## config.mk

```make
export PLATFORM = sky130hd
export DESIGN_NAME = fir_decimate_by_five
export DESIGN_NICKNAME = d
export VERILOG_FILES = /design/src/fdf_pkg.sv /design/src/fdf_ram.sv /design/src/fir_decimate_by_five.sv
export SDC_FILE = /design/constraint.sdc
export NUM_CORES = 2
export LEC_CHECK = 0
export ABC_AREA = 0
export BUFFER_PORTS_ARGS = -buffer_cell sky130_fd_sc_hd__clkbuf_2
export CORE_MARGIN = 3
export CORE_UTILIZATION = 61
export DETAILED_ROUTE_END_ITERATION = 7
export HOLD_SLACK_MARGIN = 0.06
export PLACE_DENSITY = 0.8
export REMOVE_ABC_BUFFERS = 1
export SLEW_MARGIN = 0
export SYNTH_ARGS = -nofsm -noshare
export SYNTH_HDL_FRONTEND = slang
export SYNTH_SLANG_ARGS = --single-unit
```

## constraint.sdc

```tcl
create_clock -name clk_i -period 10 [get_ports clk_i]
set_clock_uncertainty 0.1 [all_clocks]
set_input_delay 0.5 -clock clk_i [delete_from_list [all_inputs] [get_ports clk_i]]
set_output_delay 0.5 -clock clk_i [all_outputs]
set_load 0.005 [all_outputs]
```

## src/fdf_pkg.sv

```systemverilog
// ----------------------------------------------------------------------------
// fdf_pkg: shared types and constants of the decimating FIR filter
// Holds the coefficient table, the widths of the data path and the state
// encoding of the sequencer.
// ----------------------------------------------------------------------------
package fdf_pkg;

  localparam int TAP_COUNT = 87;
  localparam int TAP_AW    = $clog2(TAP_COUNT);
  localparam int DL_DEPTH  = TAP_COUNT - 1;
  localparam int DL_AW     = $clog2(DL_DEPTH);
  localparam int FILL_W    = $clog2(DL_DEPTH + 1);
  localparam int SAMPLE_W  = 16;
  localparam int TAP_W     = 14;
  localparam int PROD_W    = SAMPLE_W + TAP_W;
  localparam int ACC_W     = 36;
  localparam int PHASE_W   = 3;

  typedef logic signed [TAP_W-1:0] tap_t;

  localparam tap_t TAPS [TAP_COUNT] = '{
    -14'sd5,    -14'sd11,   -14'sd22,   -14'sd36,   -14'sd52,
    -14'sd65,   -14'sd72,   -14'sd67,   -14'sd46,   -14'sd8,
    14'sd45,    14'sd105,   14'sd163,   14'sd205,   14'sd218,
    14'sd194,   14'sd130,   14'sd34,    -14'sd79,   -14'sd183,
    -14'sd252,  -14'sd264,  -14'sd205,  -14'sd76,   14'sd102,
    14'sd293,   14'sd451,   14'sd529,   14'sd490,   14'sd320,
    14'sd33,    -14'sd324,  -14'sd676,  -14'sd935,  -14'sd1011,
    -14'sd832,  -14'sd366,  14'sd377,   14'sd1333,  14'sd2397,
    14'sd3433,  14'sd4302,  14'sd4880,  14'sd5083,  14'sd4880,
    14'sd4302,  14'sd3433,  14'sd2397,  14'sd1333,  14'sd377,
    -14'sd366,  -14'sd832,  -14'sd1011, -14'sd935,  -14'sd676,
    -14'sd324,  14'sd33,    14'sd320,   14'sd490,   14'sd529,
    14'sd451,   14'sd293,   14'sd102,   -14'sd76,   -14'sd205,
    -14'sd264,  -14'sd252,  -14'sd183,  -14'sd79,   14'sd34,
    14'sd130,   14'sd194,   14'sd218,   14'sd205,   14'sd163,
    14'sd105,   14'sd45,    -14'sd8,    -14'sd46,   -14'sd67,
    -14'sd72,   -14'sd65,   -14'sd52,   -14'sd36,   -14'sd22,
    -14'sd11,   -14'sd5
  };

  typedef enum logic [3:0] {
    ST_IDLE  = 4'b0001,
    ST_RUN   = 4'b0010,
    ST_DRAIN = 4'b0100,
    ST_DONE  = 4'b1000
  } state_e;

endpackage

```

## src/fdf_ram.sv

```systemverilog
// ----------------------------------------------------------------------------
// fdf_ram: simple dual-port RAM
// One write port and one read port with registered read data.
// ----------------------------------------------------------------------------
module fdf_ram #(
  parameter int Width = 16,
  parameter int Depth = 86
) (
  input  logic                     clk_i,
  input  logic                     we_i,
  input  logic [$clog2(Depth)-1:0] waddr_i,
  input  logic [Width-1:0]         wdata_i,
  input  logic                     re_i,
  input  logic [$clog2(Depth)-1:0] raddr_i,
  output logic [Width-1:0]         rdata_o
);

  logic [Width-1:0] mem_q [Depth];
  logic [Width-1:0] rdata_q;

  always_ff @(posedge clk_i) begin
    if (we_i) begin
      mem_q[waddr_i] <= wdata_i;
    end
    if (re_i) begin
      rdata_q <= mem_q[raddr_i];
    end
  end

  assign rdata_o = rdata_q;

endmodule

```

## src/fir_decimate_by_five.sv

```systemverilog
// ----------------------------------------------------------------------------
// fir_decimate_by_five: 87-tap low-pass FIR filter with decimation by five
// Filters a stream of signed 16-bit samples and emits every DECIMATION-th
// filtered value, shifted right by OUTPUT_SHIFT and wrapped to 16 bits.
// ----------------------------------------------------------------------------
// Each input word is one signed sample. The block takes one sample at a time
// and accepts the next only once it is stored: the 86 older samples sit in a
// circular buffer in a single-port-read RAM and are read back one per cycle
// for one multiply-accumulate each, followed by a drain of the read and
// multiply stages and a store of the new sample. The delay line
// starts out as all zeros after reset. An output word appears after every
// DECIMATION-th input word and waits in an output register until taken; the
// next sample is still accepted while it waits. If the following output word
// is ready before that one is taken, the store cycle waits until it is taken.
module fir_decimate_by_five #(
  parameter int DECIMATION   = 5,
  parameter int OUTPUT_SHIFT = 15
) (
  input  logic        clk_i,
  input  logic        rst_ni,
  input  logic        s_axis_tvalid,
  output logic        s_axis_tready,
  input  logic [15:0] s_axis_tdata,  // [15:0] sample
  output logic        m_axis_tvalid,
  input  logic        m_axis_tready,
  output logic [15:0] m_axis_tdata   // [15:0] filtered_sample
);

  localparam logic [fdf_pkg::PHASE_W-1:0] PhaseLast = fdf_pkg::PHASE_W'(DECIMATION - 1);
  localparam logic [fdf_pkg::DL_AW-1:0]   AddrLast  = fdf_pkg::DL_AW'(fdf_pkg::DL_DEPTH - 1);
  localparam logic [fdf_pkg::FILL_W-1:0]  FillFull  = fdf_pkg::FILL_W'(fdf_pkg::DL_DEPTH);

  fdf_pkg::state_e state_q, state_d;

  logic [fdf_pkg::SAMPLE_W-1:0] x_q, x_d;
  logic [fdf_pkg::DL_AW-1:0]    wp_q, wp_d;
  logic [fdf_pkg::DL_AW-1:0]    rd_q, rd_d;
  logic [fdf_pkg::DL_AW-1:0]    k_q, k_d;
  logic [fdf_pkg::DL_AW-1:0]    k1_q;
  logic [fdf_pkg::FILL_W-1:0]   fill_q, fill_d;
  logic                         v1_q;
  logic                         rv_q;
  logic                         pv_q;
  logic [fdf_pkg::PHASE_W-1:0]  phase_q, phase_d;
  logic signed [fdf_pkg::PROD_W-1:0] prod_q, prod_d;
  logic signed [fdf_pkg::ACC_W-1:0]  acc_q, acc_d;
  logic                         out_valid_q, out_valid_d;
  logic [15:0]                  out_data_q, out_data_d;

  logic                         issue;
  logic                         ram_we;
  logic [fdf_pkg::SAMPLE_W-1:0] ram_rdata;
  logic signed [fdf_pkg::SAMPLE_W-1:0] tap_data;
  logic [fdf_pkg::TAP_AW-1:0]   tap_idx;
  logic signed [fdf_pkg::PROD_W-1:0] prod0;
  logic signed [fdf_pkg::ACC_W-1:0]  acc_shift;
  logic                         emit;
  logic                         slot_free;
  logic                         in_fire;

  assign in_fire   = s_axis_tvalid && s_axis_tready;
  assign issue     = (state_q == fdf_pkg::ST_RUN);
  assign emit      = (phase_q >= PhaseLast);
  assign slot_free = !out_valid_q || m_axis_tready;
  assign tap_idx   = fdf_pkg::TAP_AW'(k1_q) + fdf_pkg::TAP_AW'(1);
  assign tap_data  = v1_q ? $signed(ram_rdata) : '0;
  assign prod0     = $signed(s_axis_tdata) * fdf_pkg::TAPS[0];
  assign acc_shift = acc_q >>> OUTPUT_SHIFT;
  assign ram_we    = (state_q == fdf_pkg::ST_DONE) && (!emit || slot_free);

  fdf_ram #(
    .Width (fdf_pkg::SAMPLE_W),
    .Depth (fdf_pkg::DL_DEPTH)
  ) u_delay_ram (
    .clk_i   (clk_i),
    .we_i    (ram_we),
    .waddr_i (wp_q),
    .wdata_i (x_q),
    .re_i    (issue),
    .raddr_i (rd_q),
    .rdata_o (ram_rdata)
  );

  always_comb begin
    state_d     = state_q;
    x_d         = x_q;
    wp_d        = wp_q;
    rd_d        = rd_q;
    k_d         = k_q;
    fill_d      = fill_q;
    phase_d     = phase_q;
    acc_d       = acc_q;
    out_valid_d = out_valid_q && !m_axis_tready;
    out_data_d  = out_data_q;
    prod_d      = tap_data * fdf_pkg::TAPS[tap_idx];

    if (pv_q) begin
      acc_d = acc_q + fdf_pkg::ACC_W'(prod_q);
    end

    case (state_q)
      fdf_pkg::ST_IDLE: begin
        if (in_fire) begin
          x_d     = s_axis_tdata;
          acc_d   = fdf_pkg::ACC_W'(prod0);
          rd_d    = (wp_q == '0) ? AddrLast : wp_q - 1'b1;
          k_d     = '0;
          state_d = fdf_pkg::ST_RUN;
        end
      end
      fdf_pkg::ST_RUN: begin
        rd_d = (rd_q == '0) ? AddrLast : rd_q - 1'b1;
        k_d  = k_q + 1'b1;
        if (k_q == AddrLast) begin
          state_d = fdf_pkg::ST_DRAIN;
        end
      end
      fdf_pkg::ST_DRAIN: begin
        if (!rv_q && !pv_q) begin
          state_d = fdf_pkg::ST_DONE;
        end
      end
      fdf_pkg::ST_DONE: begin
        if (ram_we) begin
          wp_d    = (wp_q == AddrLast) ? '0 : wp_q + 1'b1;
          fill_d  = (fill_q == FillFull) ? fill_q : fill_q + 1'b1;
          phase_d = emit ? '0 : phase_q + 1'b1;
          if (emit) begin
            out_valid_d = 1'b1;
            out_data_d  = acc_shift[15:0];
          end
          state_d = fdf_pkg::ST_IDLE;
        end
      end
      default: begin
        state_d = fdf_pkg::ST_IDLE;
      end
    endcase
  end

  always_ff @(posedge clk_i or negedge rst_ni) begin
    if (!rst_ni) begin
      state_q     <= fdf_pkg::ST_IDLE;
      wp_q        <= '0;
      rd_q        <= '0;
      k_q         <= '0;
      fill_q      <= '0;
      phase_q     <= '0;
      rv_q        <= 1'b0;
      pv_q        <= 1'b0;
      out_valid_q <= 1'b0;
    end else begin
      state_q     <= state_d;
      wp_q        <= wp_d;
      rd_q        <= rd_d;
      k_q         <= k_d;
      fill_q      <= fill_d;
      phase_q     <= phase_d;
      rv_q        <= issue;
      pv_q        <= rv_q;
      out_valid_q <= out_valid_d;
    end
  end

  always_ff @(posedge clk_i) begin
    x_q        <= x_d;
    acc_q      <= acc_d;
    prod_q     <= prod_d;
    k1_q       <= k_q;
    v1_q       <= fdf_pkg::FILL_W'(k_q) < fill_q;
    out_data_q <= out_data_d;
  end

  assign s_axis_tready = (state_q == fdf_pkg::ST_IDLE);
  assign m_axis_tvalid = out_valid_q;
  assign m_axis_tdata  = out_data_q;

`ifndef ASSERT_OFF
  a_fill_range: assert property (@(posedge clk_i) disable iff (!rst_ni)
    fill_q <= FillFull && wp_q <= AddrLast && rd_q <= AddrLast)
    else $error("delay line pointer or fill count out of range");

  a_write_idle_pipe: assert property (@(posedge clk_i) disable iff (!rst_ni)
    ram_we |-> (!rv_q && !pv_q && !issue))
    else $error("delay line written while a tap read is in flight");

  a_run_to_drain: assert property (@(posedge clk_i) disable iff (!rst_ni)
    (state_q == fdf_pkg::ST_RUN && k_q == AddrLast) |=> state_q == fdf_pkg::ST_DRAIN)
    else $error("tap sweep did not end after the last delay entry");

  a_out_hold: assert property (@(posedge clk_i) disable iff (!rst_ni)
    (out_valid_q && !m_axis_tready) |=> (out_valid_q && $stable(out_data_q)))
    else $error("pending output word lost or changed");
`endif

endmodule

```

Yosys cells after proc, flatten, opt, wreduce, memory -nomap -nowiden. Memories as Yosys holds them, arrays and structs flattened. A register that Yosys moved wholly into a read port is not among the register bits. Cells that the tools add are included. W data, S select, Z words.

Word-level logic and storage cells: 87. RAM bits: 1376. Bits in read-only memories: 1792. Memories: 2. Register bits: 144. Input bits: 20. Output and inout port bits: 18.

Memory list: (no name shown) (depth 128, width 14, read ports 1, clocked after Yosys merged registers in 0, write ports 0, RTL line fir_decimate_by_five.sv:95) `prod_d = tap_data * fdf_pkg::TAPS[tap_idx];`; u_delay_ram.mem_q (depth 86, width 16, read ports 1, clocked after Yosys merged registers in 1, write ports 1, RTL line fdf_ram.sv:18) `logic [Width-1:0] mem_q [Depth];`.

Reductions and logical operators: 20. Bitwise operators: 2. Equality and inequality tests: 11. Mux-type cells: 24. Add/subtract/negate cells: 8. Multipliers: 2. $lt $le $gt $ge: 3.

Operators by type and width (count): $mux W36 (3); $add A36 B30 Y36 (1); $mux W7 (5); $mul A16 B14 Y30 (1); $add A7 B1 Y7 const B (4); $mux W14 (2); $pmux W7 S2 (2); $eq A7 B7 Y1 const B (3); $mul A16 B4 Y20 const B (1); $mux W16 (1); $mux W4 (4); $pmux W4 S4 (1); $logic_not A7 Y1 (2); $sub A7 B1 Y7 const B (2); $ge A8 B8 Y1 const B (1); $not A7 Y8 (1); $lt A7 B7 Y1 (1); $reduce_and A2 Y1 (3); $reduce_and A3 Y1 (2); $logic_not A1 Y1 (5); $mux W1 (5); $eq A4 B1 Y1 const B (1); $eq A4 B2 Y1 const B (1); $eq A4 B3 Y1 const B (1); 11 further kinds (17).

Depth between registers and ports, before layout.
Word-level depth: 6. Depth in mapped cells: 37. Mapped depth without buffers: 34.

Hierarchy. Synthesis repeated with hierarchy kept, for this count alone.

Cells, all modules: 4696. Area, all modules: 71743.8 µm².

By module, submodules not included: fdf_ram (area each 53615.2 µm², times used 1, cells an instance 2623, seq. area each 41800.1 µm²); fir_decimate_by_five (area each 18128.6 µm², times used 1, cells an instance 2073, seq. area each 3294.4 µm²).

Worst setup path before layout. No wires, ideal clock.

Path type: flip-flop to flip-flop. Start point: register k1_q[0] (netlist name). End point: register prod_q[28] (netlist name). Path slack: 1.734 ns. Period minus slack after synthesis: 8.266 ns. Library setup time: 0.118 ns. Cell stages (with the launch flop): 37. Buffers on the path: 5. Arrival time: 8.048 ns. Data required time: 9.782 ns. Cells stage by stage: dfxtp_1 > ha_1 > buf_2 > inv_1 > ha_1 > buf_2 > buf_1 > clkbuf_1 > o21ai_0 > a21oi_1 > a21oi_1 > a21oi_1 > buf_2 > nor2_1 > fa_1 > inv_1 > fa_1 > inv_1 > fa_1 > inv_1 > fa_1 > inv_1 > fa_1 > inv_1 > fa_1 > inv_1 > ha_1 > a21oi_1 > nor2_1 > or4_1 > o22ai_1 > a2111o_1 > o21a_1 > nor3_1 > o31ai_1 > nand2b_1 > xor2_1.

Longest elaborated chain between the ends: 6.

RTL lines: start: declaration (RTL line fir_decimate_by_five.sv:39) `logic [fdf_pkg::DL_AW-1:0] k1_q;`; start signal: assignment (RTL line fir_decimate_by_five.sv:169) `k1_q <= k_q;`; $add A7 B1 Y7 (RTL line fir_decimate_by_five.sv:65) `assign tap_idx = fdf_pkg::TAP_AW'(k1_q) + fdf_pkg::TAP_AW'(1);`; $not A7 Y8 (implied by the code) (RTL line fir_decimate_by_five.sv:95); $mem_v2 Z128 W14; $mux W14 (implied by the code) (2 in a row) (RTL line fir_decimate_by_five.sv:95); $mul A16 B14 Y30 (RTL line fir_decimate_by_five.sv:95); net prod_d (one bit) (RTL line fir_decimate_by_five.sv:45) `logic signed [fdf_pkg::PROD_W-1:0] prod_q, prod_d;`; end signal: assignment (RTL line fir_decimate_by_five.sv:168) `prod_q <= prod_d;`; end: declaration (RTL line fir_decimate_by_five.sv:45).

The timed path passes the listed nets, and every way through them passes these cells. The select of a mux whose other input is x is not followed. A chain may end at the register's enable or synchronous reset.

Worst setup path after layout. Same ends and word-level chain as after synthesis.

==> metrics.md <==
| Metric | Value |
|---|---|
| Netlist Area Pre-Place | `0.0715 mm^2` |
| Inserted Clock Buffers | `151` |
| Post-CTS sizing | `0` |
| Post-synth top cells | `edfxtp_1 (1424), mux4_2 (407), inv_1 (351)` |
| Avg Inst Size Synth | `16.5 um^2` |
| Via count | `40100` |
| Global-route wire length before repair | `266000 um` |
| Max Cap Viol | `0` |
| Initial antenna violation count | `6` |
| Kind of critical path | `flip-flop to flip-flop` |
| Synth unique cells | `79` |
| Worst-Skew Late Latency | `0.76 ns` |
| Routability cong. | `0.946` |
| Setup TNS | `0 ns` |
| Crit end category | `flip-flop` |
| Crit-path max FO | `33` |
| Core Rows | `124` |
| Post-synth top area cell | `edfxtp_1` |
| Share of cells above drive strength 1 | `18.7%` |
| Max Freq | `0.107 GHz` |
| Core area | `0.115 mm^2` |
| CTS tree | `built` |
| Final core utilization | `68.2%` |
| Nets | `4914` |
| First drt pass iteration count | `8` |
| Largest net degree at the start of global routing | `110` |
| Routed Antenna Nets | `0` |
| CTS Buffer Depth | `3` |
| Wire length per cell | `28.8 um` |
| R2R setup slack | `0.64 ns` |
| Hold Vio Cnt, Final | `0` |
| Port buffer count | `37` |
| Tmin final | `9.36 ns` |
| Die Y | `348 um` |
| Die footprint | `0.121 mm^2` |
| Area Overhead vs Synth | `10.1%` |
| Crit path top cell by count | `fa_1` |
| Clk sinks | `1531` |
| All-Layer GR Usage | `29.8%` |
| Met2 Track Usage GR | `49.6%` |
| Reg clk slew, reported paths | `0.06 ns` |
| Reg2reg end | `prod_q[28]` |
| DR iter-0 viols | `4643` |
| GR peak layer | `met2` |
| DR vias/cell | `6.55` |
| IO Count | `38` |
| CTS Root Cell | `clkbuf_16` |
| Ys flop type | `edfxtp_1` |
| Chip width | `348 um` |
| Async S/R FF share, synth | `2.48%` |
| CP Launch Type | `flip-flop` |
| Met1 usage | `38.7%` |
| Status | `finished clean` |
| Hpwl dp | `102000 um` |
| Hold Path Class | `input port to asynchronous set/reset pin` |
| Post-Route WL | `176000 um` |
| DR DRC count | `0` |
| Total grt overflow | `0` |
| Met3 GRT Util | `6.18%` |
| Sequential cell area fraction in the yosys report | `63.1%` |
| Top post-synthesis cells by area | `edfxtp_1 (60%), mux4_2 (13%), fa_1 (6.6%), ha_1 (3.1%), dfxtp_1 (1.9%)` |
| Antenna diodes | `0` |
| Initial Util | `62.0%` |
| WP data arrival | `9.89 ns` |
| CP max-delay cell | `dfxtp_1` |
| CP Data Required Time | `10.54 ns` |
| Post-CTS Setup Inserts | `0` |
| RSZ-0062 raised after global routing | `no` |
| Top-count cell post-synth | `edfxtp_1` |
| Crit-path max cell delay | `0.72 ns` |
| Cells after synthesis | `4325` |
| Headroom to the max-slew limit | `14.6%` |
| Reg2reg path depth | `31` |
| Vias in the first global route | `41600` |
| Pins Over Slew Limit | `0` |
| Top-area cell type share of the netlist area | `59.8%` |
| Number of synthesized flops with an enable pin | `1424` |
| Fin crit share | `93.6%` |
| Synth warn | `0` |
| CTS HTree Levels | `4` |
| Worst Tran Pin Value | `1.28 ns` |
| Final setup violating endpoints | `0` |
| Flops & latches, synth | `1531` |
| Crit Reg-Reg Startpoint | `k1_q[0]` |
## registers in the layout, indices dropped and copies added, names as in the netlist, 4 cells and up
name,flops
wp_q,7
m_axis_tdata,16
k_q,7
fill_q,7
acc_q,31
u_delay_ram.rdata_o,16
x_q,16
rd_q,7
u_delay_ram.mem_q,1376
prod_q,30
state_q,4
k1_q,7
## cell type report
cell class,count,area [um^2]
timing repair buffer,209,1550
multi-input combinational,2232,24100
inverter,356,1340
sequential,1531,45100
tap,1512,1890
clock inverter,87,711
clock buffer,184,3970
fill,7272,36600
## repair_timing
item / in CTS / in global routing
hold buffers: 19 / 0
endpoints found under the setup margin: 0 / 0
endpoints found under the hold margin: 59 / 0
## cell families (layout without fill, tap and decap cells)
family          Yosys count  after routing  share of synthesized area [%]
simple gates            750            750                           4.55
fa+ha+maj               413            413                           9.70
xor+xnor                105            105                           1.33
buf+inv                 562            836                           3.21
mux                     494            494                           14.1
flops                  1531           1531                           63.1
compound gates          470            470                           4.02
## critical path, delay by kind of cell (launching register included)
family / cells / cell delay (ns)
adder cells (fa/ha/maj): 10 / 4.15
flip-flops: 1 / 0.72
AND/OR/NAND/NOR: 6 / 1.22
XOR/XNOR: 1 / 0.14
buffers and inverters: 6 / 0.90
AO/OA/AOI/OAI: 8 / 1.96
## per-stage QoR
| step | hold WS [ns] | setup slack (ns) | std cells | area (um^2) |
|---|---|---|---|---|
| 2_1_floorplan | 0.104 | -8.43 | 4119 | 70500 |
| 3_3_place_gp | 0.292 | 1.02 | 5821 | 73800 |
| 3_5_place_dp | 0.293 | 0.773 | 5821 | 73800 |
| 4_1_cts | 0.236 | 0.739 | 6111 | 78600 |
| 5_1_grt | 0.277 | 0.220 | 6111 | 78600 |
| 6_report | 0.249 | 0.645 | 6111 | 78600 |
## worst max-delay path by stage
stage | cells past startpoint | to | startpoint | slack, ns
CTS | 31 | prod_q[28] | k1_q[0] | 0.74
detailed placement | 31 | prod_q[28] | k1_q[0] | 0.77
finish | 31 | prod_q[28] | k1_q[0] | 0.64
global route | 31 | prod_q[28] | k1_q[0] | 0.22
global placement | 30 | prod_q[28] | k1_q[0] | 1.02
floorplan | 6 | u_delay_ram.rdata_o[14] | rd_q[0] | -8.43
## layer usage
layer	up-vias	routed length (um)	share of wire, %
met5	-	44	0.025
met4	6	8030	4.6
met3	517	16100	9.1
met2	2398	88600	50
met1	20500	63400	36
li1	16700	-	-
## placed cells by master (no fill, tap or decap), types with 12 or more instances in the layout
cell	synthesis	routed
a211oi_1	25	25
dfxtp_1	69	69
a31oi_1	13	13
dfrtp_1	37	32
and2_1	23	23
o211ai_1	22	22
nor3_1	29	29
xor2_1	39	39
edfxtp_1	1424	1424
o22ai_1	17	17
clkinv_1	2	32
clkbuf_2	0	37
nand2b_1	23	23
buf_4	16	151
o21ai_0	102	102
mux2_2	20	20
a21o_1	20	20
clkbuf_1	100	30
mux4_2	407	407
clkbuf_16	0	154
dlygate4sd3_1	0	19
clkinv_2	0	26
o221ai_1	12	12
mux2i_1	67	67
nor2b_1	23	23
nand3_1	44	44
inv_1	351	351
ha_1	178	178
nor2_1	319	318
o21ai_1	13	13
and3_1	16	16
xnor2_1	62	62
nand2_1	229	229
a21oi_1	170	170
fa_1	235	235
Power is not shown: default switching activity piles up to over one toggle a cycle in this logic, so the estimate is an artifact.
